--- config.mk ---
export PLATFORM = sky130hd
export DESIGN_NAME = ttcs_ctrl
export DESIGN_NICKNAME = d
export VERILOG_FILES = /design/src/hw/rtl/ttcs_pkg.sv /design/src/hw/rtl/ttcs_ctrl.sv
export SDC_FILE = /design/constraint.sdc
export NUM_CORES = 1
export LEC_CHECK = 0
export BUFFER_PORTS_ARGS = -buffer_cell sky130_fd_sc_hd__buf_2
export CORE_AREA = 2 2 39 41
export CTS_BUF_LIST = sky130_fd_sc_hd__clkbuf_8
export DETAILED_ROUTE_END_ITERATION = 8
export DIE_AREA = 0 0 41 43
export PLACE_DENSITY = 0.44
export SYNTH_ARGS = -nofsm -noshare
export SYNTH_HDL_FRONTEND = slang
export SYNTH_SLANG_ARGS = --single-unit
--- constraint.sdc ---
create_clock -name clock -period 2.85 [get_ports clock]
set_input_delay 0.4275 -clock clock [delete_from_list [all_inputs] [get_ports clock]]
set_output_delay 0.4275 -clock clock [all_outputs]
set_load 0.05 [all_outputs]
--- src/hw/rtl/ttcs_pkg.sv ---
// ----------------------------------------------------------------------------
// ttcs_pkg
// Shared types and constants for the text terminal cursor and scroll block.
// ----------------------------------------------------------------------------
`default_nettype none

package ttcs_pkg;

   localparam int COLUMNS_DEFAULT = 40;
   localparam int ROWS_DEFAULT    = 25;

   localparam logic [7:0] CODE_CR    = 8'd13;
   localparam logic [7:0] CODE_LF    = 8'd10;
   localparam logic [7:0] CODE_BS    = 8'd8;
   localparam logic [7:0] CODE_SPACE = 8'h20;

   typedef enum logic [1:0] {
      REQ_PUT   = 2'd0,
      REQ_READ  = 2'd1,
      REQ_CLEAR = 2'd2,
      REQ_NONE  = 2'd3
   } req_kind_type;

   typedef struct packed {
      req_kind_type req_type;
      logic [7:0]   char_code;
      logic [4:0]   read_row;
      logic [5:0]   read_col;
   } req_type;

   typedef struct packed {
      logic [7:0] cell_char;
      logic [5:0] cursor_col;
      logic [4:0] cursor_row;
      logic       did_scroll;
   } rsp_type;

   typedef enum logic [2:0] {
      ST_IDLE,
      ST_DECODE,
      ST_FILL,
      ST_READ_WAIT,
      ST_RESPOND
   } state_type;

   // Controller to datapath
   typedef struct packed {
      logic load;
      logic put;
      logic clear;
      logic rd_issue;
      logic rd_capture;
      logic rd_blank;
      logic fill_step;
      logic respond;
   } cmd_type;

   // Datapath to controller
   typedef struct packed {
      req_kind_type kind;
      logic         glyph;
      logic         row_valid;
      logic         rd_ok;
      logic         rd_row_valid;
      logic         fill_last;
      logic         rsp_free;
   } status_type;

endpackage

`default_nettype wire

--- src/hw/rtl/ttcs_ctrl.sv ---
// ----------------------------------------------------------------------------
// ttcs_ctrl
// Sequencer: accepts one item, steps the datapath through it, hands off result.
// ----------------------------------------------------------------------------
`default_nettype none

module ttcs_ctrl
   import ttcs_pkg::*;
(
   input  wire logic       clock,
   input  wire logic       reset,
   input  wire logic       req_valid,
   output logic            req_ready,
   input  wire status_type status,
   output cmd_type         cmd
);

   state_type state_ff;
   state_type state_in;

   always_ff @(posedge clock) begin
      if (reset) begin
         state_ff <= ST_IDLE;
      end else begin
         state_ff <= state_in;
      end
   end

   always_comb begin
      state_in  = state_ff;
      cmd       = '0;
      req_ready = 1'b0;
      case (state_ff)
         ST_IDLE: begin
            req_ready = 1'b1;
            if (req_valid) begin
               cmd.load = 1'b1;
               state_in = ST_DECODE;
            end
         end
         ST_DECODE: begin
            case (status.kind)
               REQ_PUT: begin
                  if (status.glyph && !status.row_valid) begin
                     // blank the row before its first character lands
                     state_in = ST_FILL;
                  end else begin
                     cmd.put  = 1'b1;
                     state_in = ST_RESPOND;
                  end
               end
               REQ_READ: begin
                  if (!status.rd_ok) begin
                     state_in = ST_RESPOND;
                  end else if (!status.rd_row_valid) begin
                     cmd.rd_blank = 1'b1;
                     state_in     = ST_RESPOND;
                  end else begin
                     cmd.rd_issue = 1'b1;
                     state_in     = ST_READ_WAIT;
                  end
               end
               REQ_CLEAR: begin
                  cmd.clear = 1'b1;
                  state_in  = ST_RESPOND;
               end
               default: begin
                  state_in = ST_RESPOND;
               end
            endcase
         end
         ST_FILL: begin
            cmd.fill_step = 1'b1;
            if (status.fill_last) begin
               state_in = ST_DECODE;
            end
         end
         ST_READ_WAIT: begin
            cmd.rd_capture = 1'b1;
            state_in       = ST_RESPOND;
         end
         ST_RESPOND: begin
            if (status.rsp_free) begin
               cmd.respond = 1'b1;
               state_in    = ST_IDLE;
            end
         end
         default: begin
            state_in = ST_IDLE;
         end
      endcase
   end

endmodule

`default_nettype wire

==> reports/results.txt, run 1 <==
Outcome - finished clean
WHS Path Cells - 2
Clk slew on worst S/H paths - 0.03 ns
Starting Density - 0.1781
Num Clock Sinks - 3
Routed vias - 311
Buf/Inv on CP - 1
Syn Nets - 44
Die Area - 0.001763 mm2
First-pass GRT wire length - 1014 um
Pwr Density - 561.4 mW/mm2
Flop and latch count out of synthesis - 3
Synth Cell Area - 246.5 um2
Final Critical Period - 2.093 ns
Register area share after synthesis - 0.2437
Worst Path Required - 2.42 ns
R2R Path End - state_ff[1]$_SDFFE_PP0P_
Hold WC Path Type - in -> reg
CP delay by family, top - simple AND/OR/NAND/NOR gates
Most flop-heavy register - state_ff
Multi-input gate area - 178.9 um2
Flop2flop setup slack - 1.51 ns
Cell Count Post-Placement - 67
R2r startpoint - state_ff[1]$_SDFFE_PP0P_
Final Hold Viols - 0
Syn avg cell area - 7.469 um2
Worst IR Drop VDD - 0.2016 mV
DR WL/cell - 10.01 um
Largest regs - state_ff x3
TritonCTS buffer count - 3
Slew @ Worst Pin - 0.3479 ns
Crit path capture type - output port
Synth cell types - 20
Initial antenna violation count - 0
Critical-path maximum fanout - 11
Setup TNS - 0 ns
Max cap viols - 0
CTS tree - yes
Final wirelength - 711 um
Filler cells - 156
Fin cells - 71
Hold EP - state_ff[1]$_SDFFE_PP0P_
CTS root buf - clkbuf_8
Leakage Power - 0.1937 nW
Core area - 0.001384 mm2
Drt first pass iters - 2
Number of port buffers - 19
I/O pins - 20
Crit-path max cell delay - 0.59 ns
Setup WS post-layout - 0.7568 ns
Unrepaired setup endpoints after global routing - no
Leading cell types in the layout, fill and taps excluded - buf_2, nor3_1, nor2b_1, clkbuf_8, dfxtp_1
Slowest CP cell - or4b_4
DP Area - 357.8 um2
Die Wd - 41 um
Number of setup buffers added after CTS - 0
Row count - 14
Area grow syn2layout - 63.45%
Slew margin rel. - 0.7621
Final hold slack - 0.4083 ns
Post-DP HPWL - 572.6 um
Grt total ovfl - 0
Place WS - 0.9072 ns
Post_cts resized - 0
Placer Congestion - 0.6070
Vias/cell - 4.380
Overall die height - 43 um
Max clock buf depth - 2
Startpoint Class - flip-flop
Fin crit share - 0.7345
Iter 0 DRT Violations - 2
R2R depth - 3
HP Start - reset
Final Max Tran Viols - 0
Post-cts hold buffer count - 0
Max Freq - 0.4777 GHz
Clock Skew - 0.0008113 ns
Design area - 402.9 um2
DRC - 0
Worst-Skew Late Latency - 0.21 ns
Final ANT Viol Nets - 0
Largest net degree at the start of global routing - 12
Setup Viol. Count Final - 0
Worst Path Arrival - 1.67 ns
Reg area - 60.06 um2
Cells after Synth - 33
Number of global-route vias before repair - 266
Setup CP Type - reg -> out
CP cell instances - or4b_4 -> nor3_1 -> buf_2
Commonest non-fill, non-tap cell in the layout - buf_2
Max reg flops - 3
Ys Warns - 0
H-tree depth - 1
# nets final - 67
Total GRT Usage - 0.09127
Ratio of cells with drive above 1 in the final layout - 0.4364
Antenna diodes - 0
## per-stage QoR
stage	utilization	total power, W
5_1_grt	0.2911	0.0002391
6_report	0.2911	0.0002262
3_5_place_dp	0.2586	0.0001079
3_3_place_gp	0.2586	0.0001079
4_1_cts	0.2911	0.0002304
2_1_floorplan	-	0.00008924
## layout make-up
type,instances,share of cell area
multi-input combinational,28,0.4441
inverter,1,0.009317
clock inverter,1,0.009317
timing repair buffer,19,0.2360
sequential,3,0.1491
tap,16,0.04969
clock buffer,3,0.1025
## logic make-up (layout without fill, tap and decap cells)
family / Yosys count / after routing / synth area share
flip-flops: 3 / 3 / 0.2437
buffers and inverters: 2 / 24 / 0.03043
AND/OR/NAND/NOR: 24 / 24 / 0.5838
AO/OA/AOI/OAI: 4 / 4 / 0.1422
## report_power, final
part,internal [W],switching (W)
logic,0.0000193,0.0000365
clock network,0.0000917,0.0000277
registers,0.0000453,0.00000568
total,0.000156,0.0000699
## Yosys cell counts
| master | instances | share of area |
|---|---|---|
| nor2b_1 | 3 | 0.076 |
| nand3_1 | 1 | 0.020 |
| nor3b_1 | 1 | 0.030 |
| nor4_1 | 1 | 0.025 |
| or3b_1 | 1 | 0.036 |
| nand2_1 | 2 | 0.030 |
| or4b_4 | 1 | 0.056 |
| nor2_1 | 2 | 0.030 |
| and3_1 | 1 | 0.025 |
| inv_1 | 1 | 0.015 |
| o32a_1 | 1 | 0.041 |
| clkbuf_1 | 1 | 0.015 |
| a21oi_2 | 1 | 0.036 |
| nand2b_1 | 1 | 0.025 |
| dfxtp_1 | 3 | 0.24 |
| nor3_1 | 7 | 0.14 |
| a2111oi_0 | 1 | 0.036 |
| and2_1 | 2 | 0.051 |
| a21o_1 | 1 | 0.030 |
| nor4b_1 | 1 | 0.036 |
## layer usage
| layer | vias up | share of wire | wire length, um | global-route usage |
|---|---|---|---|---|
| met2 | 12 | 0.50 | 354 | 0.1344 |
| met1 | 134 | 0.41 | 295 | 0.08654 |
| li1 | 165 | - | - | - |
| met5 | - | 0 | 0 | 0 |
| met3 | 0 | 0.086 | 61 | 0.03141 |
| met4 | 0 | 0 | 0 | 0.1000 |
## worst max path at each step
stage                                  start  endpoint  slack, ns  cells past startpoint
finish              state_ff[1]$_SDFFE_PP0P_    cmd[2]       0.76                      3
CTS                 state_ff[1]$_SDFFE_PP0P_    cmd[2]       0.75                      3
global placement                   status[7]    cmd[2]       0.91                      4
floorplan           state_ff[1]$_SDFFE_PP0P_    cmd[7]       0.26                      3
detailed placement                 status[7]    cmd[2]       0.91                      4
global route        state_ff[1]$_SDFFE_PP0P_    cmd[2]       0.68                      3
(Power assumes the default switching activity.)
==> run 2: changes to the inputs <==
- PLACE_DENSITY: 0.44 -> 0.46
- clock period: 2.85 -> 1.9 ns (I/O delays scaled with it)
==> run 2 against run 1 <==
Net effect: sequential cell count stayed put; highest routed layer unchanged; critical path depth is the same; global-route usage decreased by 1.4 points; largest power group unchanged; hold slack worse by 0.14 ns; clock skew increased by 0.0013 ns.
==> reports/results.txt, run 2 (same netlist as run 1, synthesis figures left out) <==
Outcome - finished clean (unchanged)
Max clock buf depth - 2 (unchanged)
Clk slew on worst S/H paths - 0.03 ns (about the same)
Pwr Density - 790.3 mW/mm2 (was 561.4 mW/mm2)
Core area - 0.001384 mm2 (unchanged)
Critical-path maximum fanout - 7 (was 11)
Global-route track usage on met1 - 0.07987 (was 0.08654)
Worst IR Drop VDD - 0.4236 mV (was 0.2016 mV)
Commonest non-fill, non-tap cell in the layout - buf_2 (unchanged)
# nets final - 69 (was 67)
Num Clock Sinks - 3 (unchanged)
Grt total ovfl - 0 (unchanged)
Die Wd - 41 um (unchanged)
Placer Congestion - 0.6474 (was 0.6070)
CTS root buf - clkbuf_8 (unchanged)
Met3 usage - 0.03141 (unchanged)
Area grow syn2layout - 74.62% (was 63.45%)
Slew @ Worst Pin - 0.3497 ns (was 0.3479 ns)
Max cap viols - 0 (unchanged)
Final ANT Viol Nets - 0 (unchanged)
Routed vias - 319 (was 311)
Final wirelength - 675 um (was 711 um)
Total GRT Usage - 0.07715 (was 0.09127)
DR WL/cell - 9.247 um (was 10.01 um)
First-pass GRT wire length - 924 um (was 1014 um)
Busiest grt layer - met2 (unchanged)
Worst Path Required - 1.62 ns (was 2.42 ns)
Hold WC Path Type - in -> reg (unchanged)
Final Critical Period - 1.843 ns
CTS tree - yes (unchanged)
Vias/cell - 4.370 (was 4.380)
Max Freq - 0.5425 GHz
Worst Path Arrival - 1.56 ns (was 1.67 ns)
Die Area - 0.001763 mm2 (unchanged)
DRC - 0 (unchanged)
Unrepaired setup endpoints after global routing - no (unchanged)
Number of port buffers - 19 (unchanged)
H-tree depth - 1 (unchanged)
Most flop-heavy register - state_ff (unchanged)
Clock Skew - 0.002108 ns (was 0.0008113 ns)
Filler cells - 157 (was 156)
Fin cells - 73 (was 71)
Startpoint Class - flip-flop (unchanged)
Slew margin rel. - 0.7609 (was 0.7621)
Post-DP HPWL - 562.3 um (was 572.6 um)
TritonCTS buffer count - 3 (unchanged)
Overall die height - 43 um (unchanged)
Starting Density - 0.1781 (unchanged)
Leakage Power - 0.2047 nW (was 0.1937 nW)
Met2 usage - 0.1250 (was 0.1344)
Largest regs - state_ff x3 (unchanged)
Cell Count Post-Placement - 69 (was 67)
Drt first pass iters - 3 (was 2)
Final Max Tran Viols - 0 (unchanged)
Number of setup buffers added after CTS - 0 (unchanged)
Leading cell types in the layout, fill and taps excluded - buf_2, nor3_1, buf_4 (was buf_2, nor3_1, nor2b_1, clkbuf_8, dfxtp_1)
I/O pins - 20 (unchanged)
Max reg flops - 3 (unchanged)
Final total power - 0.0003401 W (was 0.0002262 W)
Iter 0 DRT Violations - 8 (was 2)
Largest net degree at the start of global routing - 11 (was 12)
Final Hold Viols - 0 (unchanged)
Ratio of cells with drive above 1 in the final layout - 0.4737 (was 0.4364)
Row count - 14 (unchanged)
Initial antenna violation count - 0 (unchanged)
Fin util - 0.3110 (was 0.2911)
Number of global-route vias before repair - 252 (was 266)
Worst-Skew Late Latency - 0.21 ns (about the same)
Antenna diodes - 0 (unchanged)
Setup Viol. Count Final - 0 (unchanged)
Fin crit share - 0.9702
Setup CP Type - reg -> out (unchanged)
Crit path capture type - output port (unchanged)
Final hold slack - 0.2672 ns (was 0.4083 ns)
-- run 2: cell types whose count changed in the layout (fill, tap and decap cells not counted) --
cell	delta
clkbuf_4	+1
nor3_1	-1
buf_2	-3
buf_4	+4
nor3_2	+1
-- run 2: area by class of cell --
cell class,count,area (um2),area share
multi-input combinational,28,183.9,0.4273
timing repair buffer,21,117.6,0.2733
sequential,3,60.06,0.1395
clock buffer,3,41.29,0.09593
tap,16,20.02,0.04651
clock inverter,1,3.754,0.008721
inverter,1,3.754,0.008721
-- run 2: per-stage QoR --
| step | area [um2] | setup slack (ns) | setup TNS, ns |
|---|---|---|---|
| 2_1_floorplan | 251.5 | -0.3991 | -1.751 |
| 3_3_place_gp | 377.9 | 0.2451 | 0 |
| 3_5_place_dp | 377.9 | 0.2424 | 0 |
| 4_1_cts | 422.9 | 0.01933 | 0 |
| 5_1_grt | 430.4 | 0.01254 | 0 |
| 6_report | 430.4 | 0.05667 | 0 |
-- run 2: where the power goes --
group | switching, W | leakage, nW | internal (W) | total, W
sequential | 0.00000448 | 0.0246 | 0.0000679 | 0.0000724
clock | 0.0000372 | 0.0269 | 0.000137 | 0.000174
combinational | 0.0000596 | 0.153 | 0.0000339 | 0.0000935
total | 0.000101 | 0.205 | 0.000239 | 0.000340
-- run 2: critical path, cell delays in order, from the launching register on --
cell and delay (ns):
dfxtp_1 0.36, or4b_4 0.56, nor3_1 0.18, clkbuf_4 0.25
-- run 2: layer usage --
| layer | routed length, um | part of all wire | vias up |
|---|---|---|---|
| met5 | 0 | 0 | - |
| met1 | 294 | 0.44 | 136 |
| met3 | 72 | 0.11 | 0 |
| met4 | 0 | 0 | 0 |
| li1 | - | - | 171 |
| met2 | 309 | 0.46 | 12 |
-- run 2: final timing paths --
check	depth (start not counted)	startpoint	endpoint	slack, ns
setup / recovery	3	state_ff[2]$_SDFFE_PP0P_	cmd[4]	0.06
hold / removal	2	reset	state_ff[1]$_SDFFE_PP0P_	0.27
setup reg to reg	3	state_ff[2]$_SDFFE_PP0P_	state_ff[1]$_SDFFE_PP0P_	0.61
hold reg to reg	1	state_ff[2]$_SDFFE_PP0P_	state_ff[0]$_SDFFE_PP0P_	0.59
-- run 2: timing repair --
| item | in CTS | in global routing |
|---|---|---|
| hold buffers | 0 | 0 |
| setup endpoints to repair | 0 | 3 |
| gates resized for setup | 0 | 5 |
