===== config.mk =====
export PLATFORM = sky130hd
export DESIGN_NAME = ttcs_dp
export DESIGN_NICKNAME = d
export VERILOG_FILES = /design/src/hw/rtl/ttcs_pkg.sv /design/src/hw/rtl/ttcs_dp.sv
export SDC_FILE = /design/constraint.sdc
export NUM_CORES = 1
export LEC_CHECK = 0
export ABC_AREA = 1
export BUFFER_PORTS_ARGS = -buffer_cell sky130_fd_sc_hd__buf_2
export CELL_PAD_IN_SITES_DETAIL_PLACEMENT = 1
export CELL_PAD_IN_SITES_GLOBAL_PLACEMENT = 2
export CORE_ASPECT_RATIO = 0.5
export CORE_UTILIZATION = 34
export CTS_CLUSTER_DIAMETER = 60
export DETAILED_ROUTE_END_ITERATION = 7
export HOLD_SLACK_MARGIN = 0.15
export MAX_ROUTING_LAYER = met4
export PLACE_DENSITY_LB_ADDON = 0.1
export SYNTH_ARGS = -nofsm -noshare
export SYNTH_HDL_FRONTEND = slang
export SYNTH_SLANG_ARGS = --single-unit

===== constraint.sdc =====
create_clock -name clock -period 5 [get_ports clock]
set_clock_uncertainty 0.15 [all_clocks]
set_input_delay 0.25 -clock clock [delete_from_list [all_inputs] [get_ports clock]]
set_output_delay 0.25 -clock clock [all_outputs]
set_load 0.005 [all_outputs]

===== src/hw/rtl/ttcs_pkg.sv =====
// ----------------------------------------------------------------------------
// ttcs_pkg
// Shared types and constants for the text terminal cursor and scroll block.
// ----------------------------------------------------------------------------
`default_nettype none

package ttcs_pkg;

   localparam int COLUMNS_DEFAULT = 40;
   localparam int ROWS_DEFAULT    = 25;

   localparam logic [7:0] CODE_CR    = 8'd13;
   localparam logic [7:0] CODE_LF    = 8'd10;
   localparam logic [7:0] CODE_BS    = 8'd8;
   localparam logic [7:0] CODE_SPACE = 8'h20;

   typedef enum logic [1:0] {
      REQ_PUT   = 2'd0,
      REQ_READ  = 2'd1,
      REQ_CLEAR = 2'd2,
      REQ_NONE  = 2'd3
   } req_kind_type;

   typedef struct packed {
      req_kind_type req_type;
      logic [7:0]   char_code;
      logic [4:0]   read_row;
      logic [5:0]   read_col;
   } req_type;

   typedef struct packed {
      logic [7:0] cell_char;
      logic [5:0] cursor_col;
      logic [4:0] cursor_row;
      logic       did_scroll;
   } rsp_type;

   typedef enum logic [2:0] {
      ST_IDLE,
      ST_DECODE,
      ST_FILL,
      ST_READ_WAIT,
      ST_RESPOND
   } state_type;

   // Controller to datapath
   typedef struct packed {
      logic load;
      logic put;
      logic clear;
      logic rd_issue;
      logic rd_capture;
      logic rd_blank;
      logic fill_step;
      logic respond;
   } cmd_type;

   // Datapath to controller
   typedef struct packed {
      req_kind_type kind;
      logic         glyph;
      logic         row_valid;
      logic         rd_ok;
      logic         rd_row_valid;
      logic         fill_last;
      logic         rsp_free;
   } status_type;

endpackage

`default_nettype wire


===== src/hw/rtl/ttcs_dp.sv =====
// ----------------------------------------------------------------------------
// ttcs_dp
// Datapath: cursor, row rebase, row valid bits, row fill sweep, result register.
// ----------------------------------------------------------------------------
`default_nettype none

module ttcs_dp
   import ttcs_pkg::*;
#(
   parameter int COLUMNS = COLUMNS_DEFAULT,
   parameter int ROWS    = ROWS_DEFAULT,
   localparam int CW     = $clog2(COLUMNS),
   localparam int RW     = $clog2(ROWS),
   localparam int AW     = $clog2(ROWS * COLUMNS)
) (
   input  wire logic       clock,
   input  wire logic       reset,
   input  wire cmd_type    cmd,
   output status_type      status,
   input  wire req_type    req_payload,
   output logic            rsp_valid,
   input  wire logic       rsp_ready,
   output rsp_type         rsp_payload,
   output logic            ram_we,
   output logic [AW-1:0]   ram_addr,
   output logic [7:0]      ram_wdata,
   input  wire logic [7:0] ram_rdata
);

   logic [CW-1:0]   cur_col_ff, cur_col_in;
   logic [RW-1:0]   cur_row_ff, cur_row_in;
   logic [RW-1:0]   base_ff, base_in;
   logic [ROWS-1:0] row_valid_ff, row_valid_in;
   logic [CW-1:0]   sweep_ff, sweep_in;
   logic            rsp_valid_ff, rsp_valid_in;
   req_type         req_ff, req_in;
   rsp_type         rsp_ff, rsp_in;
   logic [7:0]      cell_ff, cell_in;
   logic            scroll_ff, scroll_in;

   logic [RW:0]   sum_cur, sum_rd;
   logic [RW-1:0] phys_cur, phys_rd, rd_row;
   logic [CW-1:0] rd_col, put_col;
   logic          is_nl, is_bs, rd_ok, col_last, row_last, nl_go;

   always_ff @(posedge clock) begin
      if (reset) begin
         cur_col_ff   <= '0;
         cur_row_ff   <= '0;
         base_ff      <= '0;
         row_valid_ff <= '0;
         sweep_ff     <= '0;
         rsp_valid_ff <= 1'b0;
      end else begin
         cur_col_ff   <= cur_col_in;
         cur_row_ff   <= cur_row_in;
         base_ff      <= base_in;
         row_valid_ff <= row_valid_in;
         sweep_ff     <= sweep_in;
         rsp_valid_ff <= rsp_valid_in;
      end
   end

   always_ff @(posedge clock) begin
      req_ff    <= req_in;
      rsp_ff    <= rsp_in;
      cell_ff   <= cell_in;
      scroll_ff <= scroll_in;
   end

   always_comb begin
      // logical row to physical row through the rebase offset
      sum_cur  = {1'b0, cur_row_ff} + {1'b0, base_ff};
      phys_cur = (sum_cur >= (RW+1)'(ROWS)) ? RW'(sum_cur - (RW+1)'(ROWS)) : RW'(sum_cur);
      rd_row   = RW'(req_ff.read_row);
      rd_col   = CW'(req_ff.read_col);
      sum_rd   = {1'b0, rd_row} + {1'b0, base_ff};
      phys_rd  = (sum_rd >= (RW+1)'(ROWS)) ? RW'(sum_rd - (RW+1)'(ROWS)) : RW'(sum_rd);
      rd_ok    = (7'(req_ff.read_row) < 7'(ROWS)) && (8'(req_ff.read_col) < 8'(COLUMNS));
      is_nl    = (req_ff.char_code == CODE_CR) || (req_ff.char_code == CODE_LF);
      is_bs    = (req_ff.char_code == CODE_BS);
      col_last = (cur_col_ff == CW'(COLUMNS - 1));
      row_last = (cur_row_ff == RW'(ROWS - 1));
      put_col  = is_bs ? (cur_col_ff - CW'(1)) : cur_col_ff;

      status.kind         = req_ff.req_type;
      status.glyph        = !is_nl && !is_bs;
      status.row_valid    = row_valid_ff[phys_cur];
      status.rd_ok        = rd_ok;
      status.rd_row_valid = row_valid_ff[phys_rd];
      status.fill_last    = (sweep_ff == CW'(COLUMNS - 1));
      status.rsp_free     = !rsp_valid_ff || rsp_ready;

      cur_col_in   = cur_col_ff;
      cur_row_in   = cur_row_ff;
      base_in      = base_ff;
      row_valid_in = row_valid_ff;
      sweep_in     = sweep_ff;
      req_in       = req_ff;
      cell_in      = cell_ff;
      scroll_in    = scroll_ff;
      nl_go        = 1'b0;

      if (cmd.load) begin
         req_in    = req_payload;
         cell_in   = '0;
         scroll_in = 1'b0;
      end

      if (cmd.clear) begin
         row_valid_in = '0;
         cur_col_in   = '0;
         cur_row_in   = '0;
      end

      if (cmd.rd_blank) begin
         cell_in = CODE_SPACE;
      end
      if (cmd.rd_capture) begin
         cell_in = ram_rdata;
      end

      if (cmd.fill_step) begin
         if (status.fill_last) begin
            sweep_in               = '0;
            row_valid_in[phys_cur] = 1'b1;
         end else begin
            sweep_in = sweep_ff + CW'(1);
         end
      end

      if (cmd.put) begin
         if (is_nl) begin
            nl_go = 1'b1;
         end else if (is_bs) begin
            if (cur_col_ff != '0) begin
               cur_col_in = cur_col_ff - CW'(1);
            end
         end else if (col_last) begin
            nl_go = 1'b1;
         end else begin
            cur_col_in = cur_col_ff + CW'(1);
         end
      end

      if (nl_go) begin
         cur_col_in = '0;
         if (row_last) begin
            // scroll: old top row becomes the blank bottom row
            base_in               = (base_ff == RW'(ROWS - 1)) ? '0 : base_ff + RW'(1);
            row_valid_in[base_ff] = 1'b0;
            scroll_in             = 1'b1;
         end else begin
            cur_row_in = cur_row_ff + RW'(1);
         end
      end

      ram_we    = cmd.fill_step
                  || (cmd.put && status.glyph)
                  || (cmd.put && is_bs && (cur_col_ff != '0) && status.row_valid);
      ram_wdata = (cmd.fill_step || is_bs) ? CODE_SPACE : req_ff.char_code;
      if (cmd.fill_step) begin
         ram_addr = AW'(phys_cur) * AW'(COLUMNS) + AW'(sweep_ff);
      end else if (cmd.rd_issue) begin
         ram_addr = AW'(phys_rd) * AW'(COLUMNS) + AW'(rd_col);
      end else begin
         ram_addr = AW'(phys_cur) * AW'(COLUMNS) + AW'(put_col);
      end

      rsp_valid_in = rsp_valid_ff;
      rsp_in       = rsp_ff;
      if (cmd.respond) begin
         rsp_valid_in      = 1'b1;
         rsp_in.cell_char  = cell_ff;
         rsp_in.cursor_col = 6'(cur_col_ff);
         rsp_in.cursor_row = 5'(cur_row_ff);
         rsp_in.did_scroll = scroll_ff;
      end else if (rsp_ready) begin
         rsp_valid_in = 1'b0;
      end
   end

   assign rsp_valid   = rsp_valid_ff;
   assign rsp_payload = rsp_ff;

endmodule

`default_nettype wire


==> load_flow_metrics.sql <==
INSERT INTO impl_metrics (metric_group, metric, value, unit) VALUES
('synth', 'synth_top_flop_cell', 'sky130_fd_sc_hd__edfxtp_1', ''),
('layout', 'total_area_of_sequential_cells', '0.00246', 'mm^2'),
('die', 'fp.dieW', '200', 'um'),
('timing', 'hold_viol', '0', ''),
('placement', 'port_buffers', '87', ''),
('timing', 'setup_viol', '0', ''),
('synth', 'synthesis.instances', '888', ''),
('synth', 'synth_area', '0.00665', 'mm^2'),
('critical_path', 'path_delay_family', 'adder cells', ''),
('die', 'placeableCoreArea', '0.0188', 'mm^2'),
('synth', 'synth.distinct_cells', '47', ''),
('clocking', 'cts_max_level', '3', ''),
('placement', 'dp_hpwl', '16800', 'um'),
('critical_path', 'r2r_start', 'base_ff[0]', ''),
('global_route', 'grt_max_degree', '32', ''),
('critical_path', 'worstPathArrival', '4.41', 'ns'),
('critical_path', 'end_kind', 'primary output', ''),
('layout', 'drive_gt1_share', '20.0', '%'),
('clocking', 'cts.sink_count', '98', ''),
('clocking', 'clk_transition_reported_paths', '0.08', 'ns'),
('layout', 'synthToLayoutAreaGrowth', '27.9', '%'),
('routing', 'firstDrtPassIters', '5', ''),
('layout', 'multi_input_logic_area', '0.00382', 'mm^2'),
('routing', 'drc_errors', '0', ''),
('layout', 'fillCellCount', '2343', ''),
('clocking', 'cts-root-to-sink-buffers', '2', ''),
('critical_path', 'timing.critical_path.from_type', 'flip-flop', ''),
('routing', 'drt-initial-drc-count', '292', ''),
('global_route', 'grt-ovfl-total', '0', ''),
('routing', 'detailroute.via_count', '6487', ''),
('layout', 'insertedDiodeCount', '0', ''),
('critical_path', 'worst_ep_required_time', '4.60', 'ns'),
('timing', 'worstMarginPinSlew', '0.832', 'ns'),
('pwr', 'vdd.ir_drop.worst', '149', 'uV'),
('critical_path', 'crit_path_cell_trace', 'buf_6 > ha_2 > inv_1 > fa_2 > ha_4 > nand3_2 > nand3_4 > nand2_4 > o21ai_4 > inv_4 > ha_1 > ha_2 > fa_1 > inv_1 > or2_4 > nor2_2 > inv_1 > nand2_1 > nand3_1 > nand2_1 > nand2_1 > nand2_1 > buf_2', ''),
('timing', 'final-max-slew-violation-count', '0', ''),
('timing', 'final.hold.worst_slack', '0.165', 'ns'),
('synth', 'proportion_of_synthesized_chip_area_in_sequential_cells', '36.9', '%'),
('clocking', 'tritoncts', 'done', ''),
('routing', 'postRouteAntennaNets', '0', ''),
('timing', 'setup_repair_after_global_routing_missed_its_margin', 'true', ''),
('pwr', 'pwr_dens', '254', 'mW/mm^2'),
('die', 'row_count', '35', ''),
('outcome', 'outcome', 'finished, final reports clean', ''),
('timing', 'final_min_period_over_clock_period', '96.3', '%'),
('critical_path', 'worst_setup_path_startpoint', 'base_ff[0]', ''),
('synth', 'postSynthAreaPerCell', '7.49', 'um^2'),
('timing', 'worst_slack', '0.185', 'ns'),
('synth', 'synth.ff_latch_count', '98', ''),
('hold_path', 'hp-start', 'reset', ''),
('critical_path', 'timing_worst_setup_path_type', 'flip-flop to primary output', ''),
('critical_path', 'crit_fanout', '5', ''),
('die', 'area_of_the_die', '0.0202', 'mm^2'),
('global_route', 'first_pass_grt_wire_length', '35400', 'um'),
('clocking', 'cts_root_buf', 'sky130_fd_sc_hd__clkbuf_16', ''),
('global_route', 'first_global_vias', '6532', ''),
('routing', 'detail_route.wirelength', '22600', 'um'),
('synth', 'mappedNetlistNets', '977', ''),
('clocking', 'insertion_delay', '0.36', 'ns'),
('critical_path', 'critical_path.n_buffers_inverters', '6', ''),
('critical_path', 'cp_common_cell', 'sky130_fd_sc_hd__nand2_1', ''),
('die', 'design.portCount', '88', ''),
('job', 'timing.max_cap.violations', '0', ''),
('timing', 'finalWorstPathRequiredPeriod', '4.81', 'ns'),
('critical_path', 'cp_slowest_stage_delay', '0.66', 'ns'),
('synth', 'synth_warnings', '0', ''),
('die', 'start_util', '35.4', '%'),
('pwr', 'p_leak', '3.89', 'nW'),
('synth', 'synth-edff-count', '49', ''),
('placement', 'gpl.final_weighted_congestion', '0.864', ''),
('placement', 'placement.setup.worst_slack', '0.252', 'ns');
[synthesized netlist by cell type (3+ instances only)]
master                       n
sky130_fd_sc_hd__nand2_1   206
sky130_fd_sc_hd__inv_1     131
sky130_fd_sc_hd__nand3_1    73
sky130_fd_sc_hd__nor2_1     60
sky130_fd_sc_hd__a21oi_1    50
sky130_fd_sc_hd__dfxtp_1    49
sky130_fd_sc_hd__edfxtp_1   49
sky130_fd_sc_hd__o21ai_0    44
sky130_fd_sc_hd__ha_1       43
sky130_fd_sc_hd__a22oi_1    25
sky130_fd_sc_hd__nor3_1     22
sky130_fd_sc_hd__clkbuf_1   19
sky130_fd_sc_hd__xor2_1     15
sky130_fd_sc_hd__nand4_1     9
sky130_fd_sc_hd__nor2_2      7
sky130_fd_sc_hd__xnor2_1     7
sky130_fd_sc_hd__a31oi_1     6
sky130_fd_sc_hd__fa_1        6
sky130_fd_sc_hd__a211oi_1    5
sky130_fd_sc_hd__nand2_2     5
sky130_fd_sc_hd__o21ai_1     5
sky130_fd_sc_hd__a21o_1      4
sky130_fd_sc_hd__buf_2       4
sky130_fd_sc_hd__a221oi_1    3
sky130_fd_sc_hd__buf_4       3
sky130_fd_sc_hd__inv_2       3
sky130_fd_sc_hd__nor4_1      3
sky130_fd_sc_hd__o211ai_1    3
sky130_fd_sc_hd__o21ai_2     3
[placed cells by master (no fill, tap or decap), types with 39 or more instances in the layout]
cell type	n
sky130_fd_sc_hd__dfxtp_1	47
sky130_fd_sc_hd__a21oi_1	50
sky130_fd_sc_hd__nand2_1	197
sky130_fd_sc_hd__buf_2	87
sky130_fd_sc_hd__edfxtp_1	49
sky130_fd_sc_hd__dlygate4sd3_1	39
sky130_fd_sc_hd__inv_1	127
sky130_fd_sc_hd__nand3_1	71
sky130_fd_sc_hd__nor2_1	55
sky130_fd_sc_hd__o21ai_0	43
[logic make-up after synthesis]
| logic type | count (synthesis) | synth area share [%] |
|---|---|---|
| multiplexers | 1 | 0.169 |
| buffers and inverters | 164 | 9.73 |
| XOR/XNOR | 23 | 3.14 |
| flip-flops | 98 | 36.9 |
| adder cells (fa/ha/maj) | 49 | 9.90 |
| AND/OR/NAND/NOR | 397 | 26.2 |
| AO/OA/AOI/OAI | 156 | 14.0 |
[where the power goes]
group / total (mW) / switching [mW] / internal (mW) / leakage, nW
Clock: 0.713 / 0.361 / 0.352 / 0.139
Combinational: 0.543 / 0.325 / 0.218 / 2.85
Sequential: 0.901 / 0.0205 / 0.881 / 0.896
Total: 2.16 / 0.707 / 1.45 / 3.89
[cell type report]
type | instances | area share (%)
clock buffers | 9 | 2.65
clock inverters | 7 | 0.839
inverters | 136 | 6.06
multi-input cells | 627 | 44.9
flip-flops and latches | 98 | 28.9
well taps | 259 | 3.81
repair buffers | 160 | 12.8
[state kept, by name (all words and copies together) (netlist names)]
register      count
base_ff           5
cell_ff           8
cur_col_ff        6
cur_row_ff        5
rd_col            6
rd_row            5
req_ff            8
row_valid_ff     25
rsp_payload      20
rsp_valid         1
scroll_ff         1
status            2
sweep_ff          6
[per-layer routing]
layer	vias to the layer above	wire length, um	GRT usage [%]
met5	-	0	-
met4	0	89	3.52
met3	8	975	3.98
met2	112	9800	35.5
met1	3123	11800	34.4
li1	3244	-	-
[worst register-to-register path: cells and delay by family (launching register included)]
family | cells | cell delay, ns
AND/OR/NAND/NOR | 5 | 1.28
buffers and inverters | 3 | 0.22
flip-flops | 1 | 0.38
AO/OA/AOI/OAI | 2 | 0.32
adder cells (fa/ha/maj) | 3 | 0.99
[timing repair]
action,CTS,global route
setup endpoints to repair,2,4
endpoints found under the hold margin,31,0
gates resized for setup,9,56
hold buffers,39,0
pin swaps,1,23
gates cloned,0,1
setup buffers,1,13
[metrics by stage]
step	power [mW]	setup TNS [ns]	instances	utilization (%)	cell area (um^2)
4_1_cts	2.13	0	1282	43.4	8160
2_1_floorplan	1.20	0	888	-	6650
3_3_place_gp	1.37	0	1226	39.5	7420
5_1_grt	2.28	-0.136	1296	45.3	8500
3_5_place_dp	1.39	0	1226	39.5	7420
6_report	2.16	0	1296	45.3	8500
[worst paths after layout]
| check | slack [ns] | end | cells past startpoint |
|---|---|---|---|
| setup reg to reg | 1.61 | row_valid_ff[17] | 13 |
| hold reg to reg | 0.27 | rsp_payload[17] | 0 |
| setup / recovery | 0.19 | ram_addr[9] | 23 |
| hold / removal | 0.16 | sweep_ff[4] | 2 |
Power figures use the tool's default switching activity.
